## src/rtl/core/rmv_pkg.sv

```systemverilog
`timescale 1ns / 1ps
// Package for the running mean / variance block: widths, codes, payload and
// request types. No dependencies; used by every file in rtl/core.
package rmv_pkg;

    localparam int SAMPLE_BITS = 32;
    localparam int FRAC_BITS   = 16;
    localparam int COUNT_BITS  = 32;
    localparam int VAR_BITS    = 48;

    // signed difference of two samples
    localparam int DIFF_BITS     = SAMPLE_BITS + 1;
    // shift-add multiplier: A is taken whole, B one bit per cycle
    localparam int MUL_A_BITS    = VAR_BITS;
    localparam int MUL_B_BITS    = DIFF_BITS;
    localparam int PROD_BITS     = MUL_A_BITS + MUL_B_BITS;
    localparam int MUL_STEP_BITS = $clog2(MUL_B_BITS + 1);
    // restoring divider: numerator/quotient share one shift register
    localparam int NUM_BITS      = PROD_BITS;
    localparam int DIV_STEP_BITS = $clog2(NUM_BITS + 1);

    localparam logic [COUNT_BITS-1:0] COUNT_MAX = '1;

    localparam logic OP_ADD   = 1'b0;
    localparam logic OP_CLEAR = 1'b1;

    typedef struct packed {
        logic                    operation;
        logic signed [31:0]      sample;
    } in_t;

    typedef struct packed {
        logic signed [31:0]      mean_out;
        logic [47:0]             variance_out;
        logic [31:0]             count_out;
        logic                    rejected;
    } out_t;

    typedef struct packed {
        logic                     start;
        logic [MUL_A_BITS-1:0]    a;
        logic [MUL_B_BITS-1:0]    b;
    } mul_req_t;

    typedef struct packed {
        logic                     start;
        logic [DIV_STEP_BITS-1:0] steps;
        logic [NUM_BITS-1:0]      numer;
        logic [COUNT_BITS-1:0]    denom;
    } div_req_t;

    typedef enum logic [2:0] {
        ST_IDLE,
        ST_RUN1,
        ST_MEAN,
        ST_MULT,
        ST_DIVV,
        ST_DONE
    } state_t;

endpackage

```

## src/rtl/core/rmv_mul.sv

```systemverilog
`timescale 1ns / 1ps
// Bit-serial shift-add multiplier, one multiplier bit per cycle.
// Depends on rmv_pkg.
module rmv_mul (
    input  logic                            aclk,
    input  logic                            aresetn,
    input  rmv_pkg::mul_req_t               req,
    output logic                            busy,
    output logic [rmv_pkg::PROD_BITS-1:0]   prod
);

    logic [rmv_pkg::MUL_A_BITS-1:0]    a_reg, a_next;
    logic [rmv_pkg::PROD_BITS-1:0]     p_reg, p_next;
    logic [rmv_pkg::MUL_STEP_BITS-1:0] cnt_reg, cnt_next;
    logic [rmv_pkg::MUL_A_BITS:0]      sum;

    always_comb begin
        a_next   = a_reg;
        p_next   = p_reg;
        cnt_next = cnt_reg;
        // upper half accumulates, the multiplier drains out the bottom
        sum = {1'b0, p_reg[rmv_pkg::PROD_BITS-1:rmv_pkg::MUL_B_BITS]}
            + (p_reg[0] ? {1'b0, a_reg} : '0);
        if (req.start) begin
            a_next   = req.a;
            p_next   = {{rmv_pkg::MUL_A_BITS{1'b0}}, req.b};
            cnt_next = rmv_pkg::MUL_STEP_BITS'(rmv_pkg::MUL_B_BITS);
        end else if (cnt_reg != '0) begin
            p_next   = {sum, p_reg[rmv_pkg::MUL_B_BITS-1:1]};
            cnt_next = cnt_reg - 1'b1;
        end
    end

    always_ff @(posedge aclk) begin
        if (!aresetn) begin
            cnt_reg <= '0;
        end else begin
            cnt_reg <= cnt_next;
        end
        a_reg <= a_next;
        p_reg <= p_next;
    end

    assign busy = (cnt_reg != '0);
    assign prod = p_reg;

endmodule

```

## src/rtl/core/rmv_div.sv

```systemverilog
`timescale 1ns / 1ps
// Radix-2 restoring divider, one quotient bit per cycle, step count per request.
// Depends on rmv_pkg.
module rmv_div (
    input  logic                            aclk,
    input  logic                            aresetn,
    input  rmv_pkg::div_req_t               req,
    output logic                            busy,
    output logic [rmv_pkg::NUM_BITS-1:0]    quot
);

    logic [rmv_pkg::NUM_BITS-1:0]      nq_reg, nq_next;
    logic [rmv_pkg::COUNT_BITS-1:0]    d_reg, d_next;
    logic [rmv_pkg::COUNT_BITS-1:0]    rem_reg, rem_next;
    logic [rmv_pkg::DIV_STEP_BITS-1:0] cnt_reg, cnt_next;
    logic [rmv_pkg::COUNT_BITS:0]      sh;
    logic [rmv_pkg::COUNT_BITS:0]      diff;
    logic                              ge;

    always_comb begin
        nq_next  = nq_reg;
        d_next   = d_reg;
        rem_next = rem_reg;
        cnt_next = cnt_reg;
        sh   = {rem_reg, nq_reg[rmv_pkg::NUM_BITS-1]};
        diff = sh - {1'b0, d_reg};
        ge   = (sh >= {1'b0, d_reg});
        if (req.start) begin
            nq_next  = req.numer;
            d_next   = req.denom;
            rem_next = '0;
            cnt_next = req.steps;
        end else if (cnt_reg != '0) begin
            // remainder stays below the divisor, so it fits COUNT_BITS
            rem_next = ge ? diff[rmv_pkg::COUNT_BITS-1:0] : sh[rmv_pkg::COUNT_BITS-1:0];
            nq_next  = {nq_reg[rmv_pkg::NUM_BITS-2:0], ge};
            cnt_next = cnt_reg - 1'b1;
        end
    end

    always_ff @(posedge aclk) begin
        if (!aresetn) begin
            cnt_reg <= '0;
        end else begin
            cnt_reg <= cnt_next;
        end
        nq_reg  <= nq_next;
        d_reg   <= d_next;
        rem_reg <= rem_next;
    end

    assign busy = (cnt_reg != '0);
    assign quot = nq_reg;

endmodule

```

## src/rtl/core/running_mean_variance.sv

```systemverilog
`timescale 1ns / 1ps
// Welford running mean and population variance over signed Q16.16 samples,
// variance reported as unsigned Q32.16 (saturating), mean truncated toward
// zero. One request is worked on at a time. A clear, or a sample rejected
// because the count is saturated, goes straight from idle to the done state,
// which loads the result register and returns to idle for the next request.
// A sample reaches the done state only after the serial steps below. The
// 33-step mean division runs alongside the 33-step var*count multiply. A
// 33-step multiply then forms the cross term, and an 81-step restoring
// division by n+1 forms the new variance.
// The result register lets the next request be accepted while a result waits.
// A finished request that finds the result register still full waits for it
// to drain.
// Depends on rmv_pkg, rmv_mul and rmv_div.
module running_mean_variance (
    input  logic           aclk,
    input  logic           aresetn,
    input  logic           s_valid,
    output logic           s_ready,
    input  rmv_pkg::in_t   s_data,
    output logic           m_valid,
    input  logic           m_ready,
    output rmv_pkg::out_t  m_data
);

    localparam int SB = rmv_pkg::SAMPLE_BITS;
    localparam int DB = rmv_pkg::DIFF_BITS;
    localparam int NB = rmv_pkg::NUM_BITS;
    localparam int VB = rmv_pkg::VAR_BITS;
    localparam int CB = rmv_pkg::COUNT_BITS;

    rmv_pkg::state_t        state_reg, state_next;
    logic [SB-1:0]          mean_reg, mean_next;
    logic [VB-1:0]          variance_reg, variance_next;
    logic [CB-1:0]          count_reg, count_next;
    logic [SB-1:0]          x_reg, x_next;
    logic [DB-1:0]          d1_mag_reg, d1_mag_next;
    logic                   d1_neg_reg, d1_neg_next;
    logic [SB-1:0]          nm_reg, nm_next;
    logic                   sub_reg, sub_next;
    logic [NB-1:0]          base_reg, base_next;
    logic                   rej_reg, rej_next;
    logic                   m_valid_reg, m_valid_next;
    rmv_pkg::out_t          m_data_reg, m_data_next;

    rmv_pkg::mul_req_t      mul_req;
    rmv_pkg::div_req_t      div_req;
    logic                   mul_busy;
    logic                   div_busy;
    logic [NB-1:0]          mul_prod;
    logic [NB-1:0]          div_quot;

    logic [DB-1:0]          d1_full, d1_mag;
    logic [DB-1:0]          qm, qs, nm_full;
    logic [DB-1:0]          d2_full, d2_mag;
    logic                   d2_neg;
    logic [NB-1:0]          term, num_sum, num;
    logic [NB:0]            num_dif;
    logic [VB-1:0]          var_sat;

    rmv_mul u_mul (
        .aclk    (aclk),
        .aresetn (aresetn),
        .req     (mul_req),
        .busy    (mul_busy),
        .prod    (mul_prod)
    );

    rmv_div u_div (
        .aclk    (aclk),
        .aresetn (aresetn),
        .req     (div_req),
        .busy    (div_busy),
        .quot    (div_quot)
    );

    // datapath pieces between the serial units
    always_comb begin
        d1_full = {s_data.sample[SB-1], s_data.sample} - {mean_reg[SB-1], mean_reg};
        d1_mag  = d1_full[DB-1] ? (~d1_full + 1'b1) : d1_full;

        qm      = div_quot[DB-1:0];
        qs      = d1_neg_reg ? (~qm + 1'b1) : qm;
        nm_full = {mean_reg[SB-1], mean_reg} + qs;

        d2_full = {x_reg[SB-1], x_reg} - {nm_reg[SB-1], nm_reg};
        d2_neg  = d2_full[DB-1];
        d2_mag  = d2_neg ? (~d2_full + 1'b1) : d2_full;

        term    = mul_prod >> rmv_pkg::FRAC_BITS;
        num_sum = base_reg + term;
        num_dif = {1'b0, base_reg} - {1'b0, term};
        // opposite-sign cross term: clamp the numerator at zero
        if (sub_reg) begin
            num = num_dif[NB] ? '0 : num_dif[NB-1:0];
        end else begin
            num = num_sum;
        end

        var_sat = (|div_quot[NB-1:VB]) ? {VB{1'b1}} : div_quot[VB-1:0];
    end

    always_comb begin
        state_next    = state_reg;
        mean_next     = mean_reg;
        variance_next = variance_reg;
        count_next    = count_reg;
        x_next        = x_reg;
        d1_mag_next   = d1_mag_reg;
        d1_neg_next   = d1_neg_reg;
        nm_next       = nm_reg;
        sub_next      = sub_reg;
        base_next     = base_reg;
        rej_next      = rej_reg;
        m_valid_next  = m_valid_reg && !m_ready;
        m_data_next   = m_data_reg;
        mul_req       = '0;
        div_req       = '0;
        s_ready       = 1'b0;

        unique case (state_reg)
            rmv_pkg::ST_IDLE: begin
                s_ready = 1'b1;
                if (s_valid) begin
                    rej_next = 1'b0;
                    if (s_data.operation == rmv_pkg::OP_CLEAR) begin
                        mean_next     = '0;
                        variance_next = '0;
                        count_next    = '0;
                        state_next    = rmv_pkg::ST_DONE;
                    end else if (count_reg == rmv_pkg::COUNT_MAX) begin
                        rej_next   = 1'b1;
                        state_next = rmv_pkg::ST_DONE;
                    end else begin
                        x_next        = s_data.sample;
                        d1_mag_next   = d1_mag;
                        d1_neg_next   = d1_full[DB-1];
                        div_req.start = 1'b1;
                        div_req.steps = rmv_pkg::DIV_STEP_BITS'(DB);
                        div_req.numer = {d1_mag, {(NB-DB){1'b0}}};
                        div_req.denom = count_reg + 1'b1;
                        mul_req.start = 1'b1;
                        mul_req.a     = variance_reg;
                        mul_req.b     = rmv_pkg::MUL_B_BITS'(count_reg);
                        state_next    = rmv_pkg::ST_RUN1;
                    end
                end
            end
            rmv_pkg::ST_RUN1: begin
                if (!div_busy && !mul_busy) begin
                    nm_next    = nm_full[SB-1:0];
                    base_next  = mul_prod;
                    state_next = rmv_pkg::ST_MEAN;
                end
            end
            rmv_pkg::ST_MEAN: begin
                sub_next      = (d1_neg_reg != d2_neg) && (d1_mag_reg != '0) && (d2_mag != '0);
                mul_req.start = 1'b1;
                mul_req.a     = rmv_pkg::MUL_A_BITS'(d1_mag_reg);
                mul_req.b     = d2_mag;
                state_next    = rmv_pkg::ST_MULT;
            end
            rmv_pkg::ST_MULT: begin
                if (!mul_busy) begin
                    div_req.start = 1'b1;
                    div_req.steps = rmv_pkg::DIV_STEP_BITS'(NB);
                    div_req.numer = num;
                    div_req.denom = count_reg + 1'b1;
                    state_next    = rmv_pkg::ST_DIVV;
                end
            end
            rmv_pkg::ST_DIVV: begin
                if (!div_busy) begin
                    variance_next = var_sat;
                    mean_next     = nm_reg;
                    count_next    = count_reg + 1'b1;
                    state_next    = rmv_pkg::ST_DONE;
                end
            end
            rmv_pkg::ST_DONE: begin
                if (!m_valid_reg || m_ready) begin
                    m_valid_next              = 1'b1;
                    m_data_next.mean_out      = mean_reg;
                    m_data_next.variance_out  = variance_reg;
                    m_data_next.count_out     = count_reg;
                    m_data_next.rejected      = rej_reg;
                    state_next                = rmv_pkg::ST_IDLE;
                end
            end
            default: begin
                state_next = rmv_pkg::ST_IDLE;
            end
        endcase
    end

    always_ff @(posedge aclk) begin
        if (!aresetn) begin
            state_reg    <= rmv_pkg::ST_IDLE;
            mean_reg     <= '0;
            variance_reg <= '0;
            count_reg    <= '0;
            m_valid_reg  <= 1'b0;
        end else begin
            state_reg    <= state_next;
            mean_reg     <= mean_next;
            variance_reg <= variance_next;
            count_reg    <= count_next;
            m_valid_reg  <= m_valid_next;
        end
        x_reg      <= x_next;
        d1_mag_reg <= d1_mag_next;
        d1_neg_reg <= d1_neg_next;
        nm_reg     <= nm_next;
        sub_reg    <= sub_next;
        base_reg   <= base_next;
        rej_reg    <= rej_next;
        m_data_reg <= m_data_next;
    end

    assign m_valid = m_valid_reg;
    assign m_data  = m_data_reg;

`ifndef SYNTHESIS
    a_units_idle: assert property (@(posedge aclk) disable iff (!aresetn)
        (state_reg == rmv_pkg::ST_IDLE) |-> (!div_busy && !mul_busy))
        else $error("arithmetic unit busy while idle");

    a_empty_stats: assert property (@(posedge aclk) disable iff (!aresetn)
        (count_reg == '0) |-> (variance_reg == '0 && mean_reg == '0))
        else $error("statistics nonzero with zero count");

    a_reject_at_max: assert property (@(posedge aclk) disable iff (!aresetn)
        (m_valid_reg && m_data_reg.rejected) |-> (m_data_reg.count_out == rmv_pkg::COUNT_MAX))
        else $error("rejection reported below saturated count");

    a_count_step: assert property (@(posedge aclk) disable iff (!aresetn)
        (state_reg == rmv_pkg::ST_DIVV && !div_busy)
            |=> (count_reg == CB'($past(count_reg) + 1'b1)))
        else $error("sample did not advance count by one");
`endif

endmodule
```

## config.mk

```make
export PLATFORM = sky130hd
export DESIGN_NAME = running_mean_variance
export DESIGN_NICKNAME = d
export VERILOG_FILES = /design/src/rtl/core/rmv_pkg.sv /design/src/rtl/core/rmv_mul.sv /design/src/rtl/core/rmv_div.sv /design/src/rtl/core/running_mean_variance.sv
export SDC_FILE = /design/constraint.sdc
export NUM_CORES = 2
export LEC_CHECK = 0
export ABC_AREA = 0
export BUFFER_PORTS_ARGS = -buffer_cell sky130_fd_sc_hd__buf_4
export CAP_MARGIN = 25
export CORE_MARGIN = 4
export CORE_UTILIZATION = 59
export CTS_BUF_LIST = sky130_fd_sc_hd__clkbuf_4
export CTS_CLUSTER_SIZE = 16
export DETAILED_ROUTE_END_ITERATION = 10
export PLACE_DENSITY = 0.76
export SYNTH_ARGS = -nofsm -noshare
export SYNTH_HDL_FRONTEND = slang
export SYNTH_SLANG_ARGS = --single-unit
```

## constraint.sdc

```tcl
create_clock -name aclk -period 30.8 [get_ports aclk]
set_input_delay 6.16 -clock aclk [delete_from_list [all_inputs] [get_ports aclk]]
set_output_delay 6.16 -clock aclk [all_outputs]
set_load 0.01 [all_outputs]
```

==> results.toml <==
[clock_network]
cts_sinks = 697
root_buffer = "clkbuf_4"
cts_hold_buf = 0
cts_htree_levels = 4
clkSlewWorstSetupHoldPaths_ns = 0.06
cts_setup_buffers = 0
clk_latency_ns = 1.10
cts_resized = 0
cts_buffers = 184
clock_path_buffers = 3
cts_tree = "built"

[outcome]
outcome = "finished clean"

[setup_path]
r2r_cells = 15
arrival_ns = 10.61
rrSetupSlack_ns = 24.23
worstSetupPathType = "input port to flop"
cp_max_fo = 6
cp-start-kind = "input port"
required_ns = 31.57
r2r-end = "u_mul.prod[16]$_DFFE_PP_"
critPathCaptureType = "flop"
r2r_start = "count_reg[0]$_SDFFE_PN0P_"

[yosys]
synth_area_leaders = "edfxtp_1, dfxtp_1, ha_1, a21oi_1, xnor2_1"
syn_inst = 5152
synth_top_cell_area_share_pct = 31.3
syn_area_per_cell_sq_um = 9.07
synth_edf_count = 488
syn_nets = 5507
ys_seq_area_share_pct = 40.3
synth-main-ff-cell = "edfxtp_1"
yosysWarnings = 0
yosysTopAreaCell = "edfxtp_1"
ys_ff_latch = 697
syn_area_sq_um = 46800
async_reset_ff_share_pct = 0
ys_types = 104

[die]
die_x_microns = 290
dieHeight_microns = 290
rows = 102
io_pins = 152
start_util_pct = 60.0
die-area_sq_um = 83800
core_area_sq_um = 78000

[power]
p_sw_mw = 2.18
total_leakage_power_nw = 20.3
p_seq_share_pct = 32.9
p_int_mw = 2.56
clkPwrFrac_pct = 18.5
power.density_nw_per_um2 = 92.6
pwr-share-comb_pct = 48.5
swShare_pct = 46.0
irDropWorstVdd_mv = 0.0435
power_mw = 4.75

[run]
drv_cap = 0

[timing]
fin_crit_ns = 9.84
period_share_pct = 31.9
grt_setup_unrepaired = "no"
tns_ns = 0
setup_violations = 0
fin_worst_skew_ns = 0.0956
slew_headroom_pct = 23.4
finalMaxSlewViolations = 0
worst_pin_slew_ns = 1.14
finalHoldWorstSlack_ns = 0.434
hold_viol = 0
fmax_mhz = 102

[route]
drc_errors = 0
ant_nets = 0
drt-wirelength-per-cell_microns = 25.1
dr.first_iter.drc_count = 5604
dr.pass1.iters = 7
via_count = 42300
drt_wl_total_microns = 163000
vias_per_cell = 6.52

[place]
port_buffers = 151
place_inst = 6121
dp_hpwl_microns = 123000
gp_congestion = 1.06
post_dp_cell_area_sq_um = 48600

[grt]
grt.overflow.total = 0
met3_usage_pct = 11.6
first_global_vias = 38900
globalRouteMet1Util_pct = 52.9
grt_pass1_wl_microns = 241000
grt_usage_pct = 38.1
grt.busiest_layer = "met2"
antenna_found_initial = 11
grt_max_degree = 89
grt_use_met2_pct = 54.6

[layout]
nets = 5626
fin_cells = 6481
final_area_sq_um = 51200
largest_reg_flops = 113
syn_to_final_growth_pct = 9.60
final_layout_size_suffix_gt1_share_pct = 10.6

[hold_path]
whs_path_depth = 0
worstHoldPathType = "flop to flop"
hold-path-endpoint = "m_data[0]$_DFFE_PP_"
hold_start = "rej_reg$_SDFFCE_PP0P_"
-- final cells by class --
class	count	area, sq um
Fill cell	6512	26700
Multi-Input combinational cell	3882	25800
Sequential cell	697	18800
Clock buffer	257	1930
Timing Repair Buffer	198	1600
Tap cell	1040	1300
Inverter	308	1160
Clock inverter	93	591
Antenna cell	6	15.0
-- Yosys cell counts, types with 14 or more instances --
library cell	instances
nor4_1	56
nand4_1	72
nand2b_1	40
o31ai_1	30
o22ai_1	17
a21boi_0	85
a21o_1	150
buf_1	19
nor2_1	397
a21oi_1	425
mux2i_1	39
inv_1	300
nand3_1	110
o21a_1	32
a221o_1	14
o21ai_0	339
o21bai_1	59
nor3_1	101
a22oi_1	74
a22o_1	44
xnor2_1	231
edfxtp_1	488
clkbuf_1	228
a221oi_1	18
a31oi_1	40
and2_1	95
or4_1	17
dfxtp_1	209
nor2b_1	91
o211ai_1	43
or2_2	25
a211oi_1	65
ha_1	311
nand2_1	418
and3_1	53
xor2_1	112
or3_1	26
o221ai_1	21
-- cells in the final DEF, fill, tap and decap left out, types with 25 or more instances in the layout --
cell and n:
xor2_1 112, buf_4 192, nand2b_1 40, o211ai_1 43, nand3_1 110, a22oi_1 74
o31ai_1 30, ha_1 311, clkinv_1 63, a22o_1 44, clkbuf_4 257, nor2b_1 90
o21ai_0 338, nor2_1 393, dfxtp_1 209, a31oi_1 40, o21a_1 32, or2_2 25
mux2i_1 39, inv_1 299, nand2_1 416, a21o_1 150, or3_1 26, and2_1 95
a21oi_1 422, and3_1 53, nor4_1 55, nand4_1 72, a211oi_1 65, edfxtp_1 488
o21bai_1 59, xnor2_1 231, nor3_1 101, a21boi_0 85
-- worst max-delay path by stage --
stage / start / end / depth (start not counted)
final: s_data[0] / u_div.quot[72]$_DFFE_PP_ / 17
after global routing: s_data[0] / u_div.quot[72]$_DFFE_PP_ / 17
after detailed placement: s_data[0] / u_div.quot[77]$_DFFE_PP_ / 17
after CTS: s_data[0] / u_div.quot[72]$_DFFE_PP_ / 17
after floorplan: u_div.cnt_reg[0]$_SDFFE_PN0P_ / base_reg[0]$_DFFE_PP_ / 9
after global placement: s_data[0] / u_div.quot[79]$_DFFE_PP_ / 17
-- metrics by stage --
stage | util (%) | setup slack, ns
4_1_cts | 65.6 | 21.20
5_1_grt | 65.7 | 20.52
3_5_place_dp | 62.3 | 20.10
3_3_place_gp | 62.3 | 20.24
2_1_floorplan | - | 17.46
6_report | 65.7 | 20.96
-- kinds of logic (layout without fill, tap and decap cells) --
group | count (synthesis) | count (layout) | share of synthesized area, %
compound gates | 1612 | 1612 | 22.5
xor+xnor | 347 | 347 | 6.56
fa+ha+maj | 318 | 318 | 8.62
buf+inv | 573 | 856 | 4.70
flops | 697 | 697 | 40.3
mux | 40 | 40 | 0.859
other cells | 0 | 6 | 0
simple gates | 1565 | 1565 | 16.4
-- worst max-delay path, stage by stage --
cell,delay (ns)
buf_4,0.08
inv_1,0.03
ha_1,0.22
fa_1,0.39
nand2b_1,0.18
a21oi_1,0.39
o21ai_1,0.35
a211oi_1,0.66
nor2_1,0.11
xnor2_1,0.22
nor4_1,0.62
nand4_1,0.26
nor2_1,0.31
nor2_1,0.09
xnor2_1,0.16
a222oi_1,0.22
o21ai_0,0.15
-- routing by layer --
metal	up-vias	share of wire (%)
met5	-	0.0086
met3	406	13
met1	20000	40
met4	2	5.2
li1	19300	-
met2	2632	41
-- power groups by stage --
stage	clock (mW)	combinational [mW]	sequential, mW
floorplan	0	1.63	1.42
global placement	0	2.19	1.55
detailed placement	0	2.22	1.56
CTS	0.891	2.23	1.54
global route	0.945	2.50	1.56
finish	0.880	2.30	1.56
No activity file was read; power rests on OpenSTA's default activity.
